## config.mk

```make
export PLATFORM = sky130hd
export DESIGN_NAME = luminaire_fault_qualifier
export DESIGN_NICKNAME = d
export VERILOG_FILES = /design/src/rtl/core/lfq_pkg.sv /design/src/rtl/core/lfq_ctrl.sv /design/src/rtl/core/lfq_datapath.sv /design/src/rtl/core/luminaire_fault_qualifier.sv
export SDC_FILE = /design/constraint.sdc
export NUM_CORES = 1
export LEC_CHECK = 0
export ABC_AREA = 1
export BUFFER_PORTS_ARGS = -buffer_cell sky130_fd_sc_hd__buf_2
export CAP_MARGIN = 15
export CORE_MARGIN = 10
export CORE_UTILIZATION = 56
export CTS_CLUSTER_SIZE = 24
export DETAILED_ROUTE_END_ITERATION = 6
export MAX_ROUTING_LAYER = met4
export PLACE_DENSITY = 0.72
export SYNTH_ARGS = -nofsm -noshare
export SYNTH_HDL_FRONTEND = slang
export SYNTH_HIERARCHICAL = 1
export SYNTH_SLANG_ARGS = --single-unit
```

## constraint.sdc

```tcl
create_clock -name clk -period 5.7 [get_ports clk]
set_clock_uncertainty 0.05 [all_clocks]
set_input_delay 1.14 -clock clk [delete_from_list [all_inputs] [get_ports clk]]
set_output_delay 1.14 -clock clk [all_outputs]
set_load 0.05 [all_outputs]
```

## src/rtl/core/lfq_pkg.sv

```systemverilog
package lfq_pkg;

  // number of qualified faults per address and their lane positions
  localparam int unsigned NUM_FAULTS     = 6;
  localparam int unsigned FAULT_AUTONOMY = 0;
  localparam int unsigned FAULT_BATTERY  = 1;
  localparam int unsigned FAULT_LAMP     = 2;
  localparam int unsigned FAULT_FUNC     = 3;
  localparam int unsigned FAULT_DUR      = 4;
  localparam int unsigned FAULT_LINK     = 5;

  // device type codes
  localparam logic [7:0] TYPE_EMERGENCY = 8'h01;
  localparam logic [7:0] TYPE_LED       = 8'h06;

  // item kinds
  localparam logic MODE_STATUS = 1'b0;
  localparam logic MODE_LINK   = 1'b1;

  // per-fault qualifier state
  typedef enum logic [1:0] {
    Q_UNMARKED = 2'd0,
    Q_DETECTED = 2'd1,
    Q_MARKED   = 2'd2,
    Q_CLEARING = 2'd3
  } qual_t;

  // one stored row: all qualifiers of one address
  typedef qual_t [NUM_FAULTS-1:0] qual_row_t;

  typedef struct packed {
    qual_t next_q;
    logic  logged;
  } qual_step_t;

  // controller states
  typedef enum logic [1:0] {
    S_IDLE,
    S_FETCH,
    S_UPDATE
  } ctrl_state_t;

  // commands from controller to datapath
  typedef struct packed {
    logic capture;
    logic fetch;
    logic update;
  } lfq_cmd_t;

  // advance one qualifier on a fault or clear report
  function automatic qual_step_t qualify(input qual_t cur, input logic fault,
                                         input logic accept);
    qual_step_t r;
    r.next_q = cur;
    r.logged = 1'b0;
    if (fault) begin
      if (cur == Q_UNMARKED) begin
        r.next_q = Q_DETECTED;
      end else if (cur == Q_DETECTED) begin
        if (accept) begin
          r.next_q = Q_MARKED;
          r.logged = 1'b1;
        end
      end else if (cur == Q_CLEARING) begin
        r.next_q = Q_MARKED;
      end
    end else begin
      if (cur == Q_MARKED) begin
        r.next_q = Q_CLEARING;
      end else begin
        r.next_q = Q_UNMARKED;
      end
    end
    return r;
  endfunction

endpackage

```

## src/rtl/core/lfq_ctrl.sv

```systemverilog
module lfq_ctrl (
  input  logic              clk,
  input  logic              rst,
  input  logic              start,
  output logic              busy,
  output lfq_pkg::lfq_cmd_t cmd
);

  lfq_pkg::ctrl_state_t state;
  lfq_pkg::ctrl_state_t state_next;

  // state register
  always_ff @(posedge clk) begin
    if (rst) begin
      state <= lfq_pkg::S_IDLE;
    end else begin
      state <= state_next;
    end
  end

  // next state: accept, read the row, write it back
  always_comb begin
    state_next = state;
    unique case (state)
      lfq_pkg::S_IDLE: begin
        if (start) begin
          state_next = lfq_pkg::S_FETCH;
        end
      end
      lfq_pkg::S_FETCH:  state_next = lfq_pkg::S_UPDATE;
      lfq_pkg::S_UPDATE: state_next = lfq_pkg::S_IDLE;
      default:           state_next = lfq_pkg::S_IDLE;
    endcase
  end

  // outputs
  always_comb begin
    cmd  = '0;
    busy = 1'b1;
    unique case (state)
      lfq_pkg::S_IDLE: begin
        busy        = 1'b0;
        cmd.capture = start;
      end
      lfq_pkg::S_FETCH:  cmd.fetch  = 1'b1;
      lfq_pkg::S_UPDATE: cmd.update = 1'b1;
      default:           busy       = 1'b0;
    endcase
  end

endmodule

```

## src/rtl/core/lfq_datapath.sv

```systemverilog
module lfq_datapath #(
  parameter int unsigned NUM_ADDRESSES = 64
) (
  input  logic              clk,
  input  logic              rst,
  input  lfq_pkg::lfq_cmd_t cmd,
  input  logic              mode,
  input  logic [5:0]        address,
  input  logic [7:0]        device_type,
  input  logic [7:0]        status_byte,
  input  logic              comm_failed,
  input  logic              log_accept,
  output logic              done,
  output logic [5:0]        address_out,
  output logic [5:0]        logged_mask,
  output logic [5:0]        marked_mask
);

  localparam int unsigned AW = (NUM_ADDRESSES > 1) ? $clog2(NUM_ADDRESSES) : 1;
  localparam int unsigned NF = lfq_pkg::NUM_FAULTS;

  // captured item
  logic       mode_r;
  logic [5:0] addr_r;
  logic [7:0] type_r;
  logic [7:0] status_r;
  logic       failed_r;
  logic       accept_r;
  logic       in_range;

  logic [8:0]    addr_ext;
  logic [AW-1:0] idx;

  // qualifier memory and per-row valid bits
  lfq_pkg::qual_row_t             mem [NUM_ADDRESSES];
  logic [NUM_ADDRESSES-1:0]       row_valid;
  lfq_pkg::qual_row_t             rd_row;
  logic                           rd_valid;

  lfq_pkg::qual_row_t cur_row;
  lfq_pkg::qual_row_t row_next;
  logic [NF-1:0]      fault_vec;
  logic [NF-1:0]      step_en;
  logic [NF-1:0]      logged_next;
  logic [NF-1:0]      marked_next;
  lfq_pkg::qual_step_t step [NF];

  // capture the item on accept
  always_ff @(posedge clk) begin
    if (cmd.capture) begin
      mode_r   <= mode;
      addr_r   <= address;
      type_r   <= device_type;
      status_r <= status_byte;
      failed_r <= comm_failed;
      accept_r <= log_accept;
      in_range <= ({3'b000, address} < 9'(NUM_ADDRESSES));
    end
  end

  assign addr_ext = {3'b000, addr_r};
  assign idx      = addr_ext[AW-1:0];

  // registered row read
  always_ff @(posedge clk) begin
    if (cmd.fetch) begin
      rd_row   <= mem[idx];
      rd_valid <= row_valid[idx];
    end
  end

  // row write back
  always_ff @(posedge clk) begin
    if (cmd.update && in_range) begin
      mem[idx] <= row_next;
    end
  end

  // valid bits: a row never written reads as all unmarked
  always_ff @(posedge clk) begin
    if (rst) begin
      row_valid <= '0;
    end else if (cmd.update && in_range) begin
      row_valid[idx] <= 1'b1;
    end
  end

  assign cur_row = rd_valid ? rd_row : lfq_pkg::qual_row_t'{default: lfq_pkg::Q_UNMARKED};

  // select which qualifiers this item steps and their fault inputs
  always_comb begin
    fault_vec = '0;
    step_en   = '0;
    if (mode_r == lfq_pkg::MODE_LINK) begin
      step_en[lfq_pkg::FAULT_LINK]   = 1'b1;
      fault_vec[lfq_pkg::FAULT_LINK] = failed_r;
    end else if (type_r == lfq_pkg::TYPE_EMERGENCY) begin
      step_en[lfq_pkg::FAULT_DUR:lfq_pkg::FAULT_AUTONOMY]   = 5'b11111;
      fault_vec[lfq_pkg::FAULT_DUR:lfq_pkg::FAULT_AUTONOMY] = status_r[5:1];
    end else if (type_r == lfq_pkg::TYPE_LED) begin
      step_en[lfq_pkg::FAULT_LAMP]   = 1'b1;
      fault_vec[lfq_pkg::FAULT_LAMP] = status_r[1];
    end
  end

  // qualifier lanes
  always_comb begin
    for (int i = 0; i < NF; i++) begin
      step[i] = lfq_pkg::qualify(cur_row[i], fault_vec[i], accept_r);
      if (step_en[i]) begin
        row_next[i]    = step[i].next_q;
        logged_next[i] = step[i].logged & in_range;
      end else begin
        row_next[i]    = cur_row[i];
        logged_next[i] = 1'b0;
      end
      marked_next[i] = (row_next[i] == lfq_pkg::Q_MARKED) && in_range;
    end
  end

  // result strobe
  always_ff @(posedge clk) begin
    if (rst) begin
      done <= 1'b0;
    end else begin
      done <= cmd.update;
    end
  end

  // result fields
  always_ff @(posedge clk) begin
    if (cmd.update) begin
      address_out <= addr_r;
      logged_mask <= logged_next;
      marked_mask <= marked_next;
    end
  end

endmodule

```

## src/rtl/core/luminaire_fault_qualifier.sv

```systemverilog
// each item passes through capture, row read, qualify and write-back; a result
// shows on done after its write-back, and busy holds off a new start beat until
// the pass over the single-port qualifier memory is done
// reset: synchronous; all qualifiers of all addresses read as unmarked after
// reset, and the receiver cannot stall, so done lasts exactly one cycle
module luminaire_fault_qualifier #(
  parameter int unsigned NUM_ADDRESSES = 64
) (
  input  logic       clk,
  input  logic       rst,
  input  logic       start,
  output logic       busy,
  input  logic       mode,
  input  logic [5:0] address,
  input  logic [7:0] device_type,
  input  logic [7:0] status_byte,
  input  logic       comm_failed,
  input  logic       log_accept,
  output logic       done,
  output logic [5:0] address_out,
  output logic [5:0] logged_mask,
  output logic [5:0] marked_mask
);

  lfq_pkg::lfq_cmd_t cmd;

  // sequencer
  lfq_ctrl u_ctrl (
    .clk   (clk),
    .rst   (rst),
    .start (start),
    .busy  (busy),
    .cmd   (cmd)
  );

  // qualifier storage and update
  lfq_datapath #(
    .NUM_ADDRESSES (NUM_ADDRESSES)
  ) u_datapath (
    .clk         (clk),
    .rst         (rst),
    .cmd         (cmd),
    .mode        (mode),
    .address     (address),
    .device_type (device_type),
    .status_byte (status_byte),
    .comm_failed (comm_failed),
    .log_accept  (log_accept),
    .done        (done),
    .address_out (address_out),
    .logged_mask (logged_mask),
    .marked_mask (marked_mask)
  );

  // a result only follows a write-back
  a_done_after_update: assert property (@(posedge clk) disable iff (rst)
    done |-> $past(cmd.update))
    else $error("result without write-back");

  // an accepted beat makes the block busy
  a_busy_after_start: assert property (@(posedge clk) disable iff (rst)
    (start && !busy) |=> busy)
    else $error("accepted beat did not raise busy");

  // a logged fault is marked in the same result
  a_logged_is_marked: assert property (@(posedge clk) disable iff (rst)
    done |-> ((logged_mask & ~marked_mask) == 6'd0))
    else $error("logged fault not marked");

  // one command at a time
  a_cmd_onehot: assert property (@(posedge clk) disable iff (rst)
    $onehot0({cmd.capture, cmd.fetch, cmd.update}))
    else $error("overlapping datapath commands");

endmodule
```

==> results_dict.tcl <==
set metrics [dict create \
    status "finished clean" \
    leakage_power_nw 17.3 \
    design.portCount 48 \
    critical_path.slowest_cell "sky130_fd_sc_hd__nor2_1" \
    hold_buffers 0 \
    tritoncts "built" \
    postCtsSetupRepairBufs 0 \
    setup-violations-final 0 \
    synth_async_sr_flop_share_pct 0 \
    hold_path_class "reg2reg" \
    mappedNetlistNets 3747 \
    power_frac_clock_pct 38.7 \
    htree_levels 3 \
    final.min_clock_period_ps 3580 \
    viasPerCell 5.41 \
    crit_cells 5 \
    clock_path_buffers 3 \
    synth-edff-count 821 \
    cpMostUsedCell "sky130_fd_sc_hd__nor2_1" \
    synth-seq-cells 888 \
    syn_area_um2 37200 \
    syn-instance-count 3715 \
    wire_per_inst_um 19.1 \
    dr.pass1.iters 6 \
    synth_top_cells_by_area "sky130_fd_sc_hd__edfxtp_1, sky130_fd_sc_hd__nand2_1, sky130_fd_sc_hd__dfxtp_1" \
    effective_utilization_at_floorplan_pct 56.5 \
    via_count 25500 \
    syn_area_per_cell_um2 10.0 \
    cts_sinks 888 \
    fp.dieArea_um2 77200 \
    fin_tns_setup_ps 0 \
    maximum_vdd_drop_mv 0.289 \
    die_y_um 278 \
    highest_net_fanout_along_the_worst_path 143 \
    worst_path_largest_cell_delay_ps 930 \
    grt_first_pass_wirelength_um 139000 \
    power_frac_comb_pct 10.9 \
    rsz0062_at_grt "no" \
    worstSetupEndpointType "register" \
    post_cts_resize_count 0 \
    maxCapViolations 0 \
    first_global_vias 23800 \
    chipWidth_um 278 \
    maximum_number_of_pins_on_one_net_before_global_route_repair 165 \
    cp_data_arrival_time_ps 3790 \
    antenna_found_initial 0 \
    finalNetCount 3806 \
    synth_seq_area_share_pct 69.9 \
    clk-insertion-delay-late_ps 660 \
    slew-limit-headroom_pct 20.3 \
    clkTransAtPathRegs_ps 60 \
    globalRoute.totalOverflow 0 \
    cts.root.buffer_cell "sky130_fd_sc_hd__clkbuf_16" \
    synthToLayoutAreaGrowth_pct 11.1 \
    switching_power_mw 3.76 \
    globalRouteTotalUtil_pct 23.7 \
    synth_top_area_share_pct 66.3 \
    rows 94 \
    hold_ws_ps 417 \
    timing.reg2reg.worst_path_depth 5 \
    critical_path.startpoint_type "register" \
    synth-main-ff-cell "sky130_fd_sc_hd__edfxtp_1" \
    power_switching_share_pct 25.5 \
    synthMostInstantiatedCell "sky130_fd_sc_hd__nand2_1" \
    p_int_mw 11.0 \
    post-place-ws_ps 2150 \
    p_seq_share_pct 50.5 \
    cts_inserted_buffers 90 \
    timing.final.ws_setup_ps 2120 \
    io_buffer_count 44 \
    route.final.wire_length_um 90000 \
    library_cells_used_by_synthesis 32 \
    core_footprint_um2 65900 \
    synth_common_cells "sky130_fd_sc_hd__nand2_1, sky130_fd_sc_hd__edfxtp_1, sky130_fd_sc_hd__nor2_1" \
    fmaxAchievable_mhz 280 \
    dp_hpwl_um 49300 \
    n_antenna_cell 0 \
    layout_worst_path_cycle_share_pct 62.7 \
    total_power_mw 14.8 \
    power-per-cell-area_nw_per_um2 357 \
    hold_viol_final 0 \
    reg2reg_setup_slack_ps 2120 \
    yosys.area.top_type "sky130_fd_sc_hd__edfxtp_1" \
    drt-initial-drc-count 2888 \
    slew_violations 0 \
    crit_family "simple AND/OR/NAND/NOR gates" \
    yosys_warnings 6 \
    ant_nets 0 \
    timing.hold.worst_path_depth 2 \
    crit_type "reg2reg" \
    crit_path_cell_trace "buf_12, nand3_1, nor2_1, inv_1, nor2_1" \
    critPathRequiredTime_ps 5910 \
    crit_path_buf_inv_count 2 \
    gp_weighted_congestion 0.863 \
    worst_pin_slew_ps 1190 \
    layout-drive-gt1-share_pct 7.82 \
    drcViolationCount 0 \
]
[cell usage in the layout, fill, tap and decap left out, drive strengths merged]
cell type  count
bufinv         4
and3           3
nor4           4
a211oi         1
buf          141
nand3b         1
clkinv        33
clkinvlp       2
o211ai         1
o21ai         22
nand2       2108
clkbuf       127
nor2         278
dfxtp         67
o22ai          1
nor3           9
inv           95
o311ai         1
nand3         86
ha             4
nand4         16
edfxtp       821
a31oi          1
a21oi         21
and2           1
[metrics by stage]
step           instance area [um^2]  instances  utilization [%]
2_1_floorplan                 37200       3715                -
3_3_place_gp                  38400       4535             58.3
3_5_place_dp                  38400       4537             58.3
4_1_cts                       41300       4703             62.7
5_1_grt                       41300       4712             62.8
6_report                      41300       4712             62.8
[worst register-to-register path, stage by stage, from the launching register on]
cell and delay, ps:
sky130_fd_sc_hd__edfxtp_1 700, sky130_fd_sc_hd__buf_12 690, sky130_fd_sc_hd__nand3_1 390, sky130_fd_sc_hd__nor2_1 170, sky130_fd_sc_hd__inv_1 260, sky130_fd_sc_hd__nor2_1 930
[worst paths after layout]
| path | startpoint | to |
|---|---|---|
| setup reg to reg | u_datapath/addr_r[1]$_DFFE_PP_ | u_datapath/mem[62][1]$_DFFE_PP_ |
| hold reg to reg | u_datapath/row_valid[50]$_SDFFE_PP0P_ | u_datapath/row_valid[50]$_SDFFE_PP0P_ |
| hold / removal | u_datapath/row_valid[50]$_SDFFE_PP0P_ | u_datapath/row_valid[50]$_SDFFE_PP0P_ |
| setup / recovery | u_datapath/addr_r[1]$_DFFE_PP_ | u_datapath/mem[62][1]$_DFFE_PP_ |
[routing by layer]
layer  share of wire [%]  vias to the layer above  track usage [%]
met1                  41                    12000             31.6
met4                 3.9                        0             9.55
met3                 8.1                      182             2.90
li1                    -                    12100                -
met5                   0                        -                -
met2                  47                     1110             37.0
[flip-flops by register name (all words and copies together) (netlist names)]
| register | flops |
|---|---|
| u_datapath/rd_row | 12 |
| u_datapath/address_out | 6 |
| u_ctrl/state | 2 |
| u_datapath/logged_mask | 6 |
| u_datapath/done | 1 |
| u_datapath/mode_r | 1 |
| u_datapath/marked_mask | 6 |
| u_datapath/failed_r | 1 |
| u_datapath/rd_valid | 1 |
| u_datapath/row_valid | 64 |
| u_datapath/mem | 768 |
| u_datapath/accept_r | 1 |
| u_datapath/type_r | 8 |
| u_datapath/status_r | 5 |
| u_datapath/addr_r | 6 |
[area by class of cell]
| cell class | count | area [um^2] |
|---|---|---|
| clock buffer | 127 | 2500 |
| clock inverter | 39 | 370 |
| fill | 5133 | 24500 |
| inverter | 95 | 375 |
| multi-input combinational | 2558 | 10000 |
| sequential | 888 | 26000 |
| tap | 864 | 1080 |
| timing repair buffer | 141 | 1000 |
[logic make-up after synthesis]
group           synth area share [%]
fa+ha+maj                      0.135
simple gates                    25.9
compound gates                 0.676
flops                           69.9
buf+inv                         3.40
[power groups by stage]
stage / clock network (mW) / registers [mW] / logic (mW)
2_1_floorplan: 0 / 7.62 / 1.01
3_3_place_gp: 0 / 7.58 / 1.56
3_5_place_dp: 0 / 7.59 / 1.58
4_1_cts: 5.77 / 7.45 / 1.59
5_1_grt: 6.04 / 7.45 / 1.77
6_report: 5.71 / 7.45 / 1.60
Note: power is estimated with default switching activity, not from simulation.
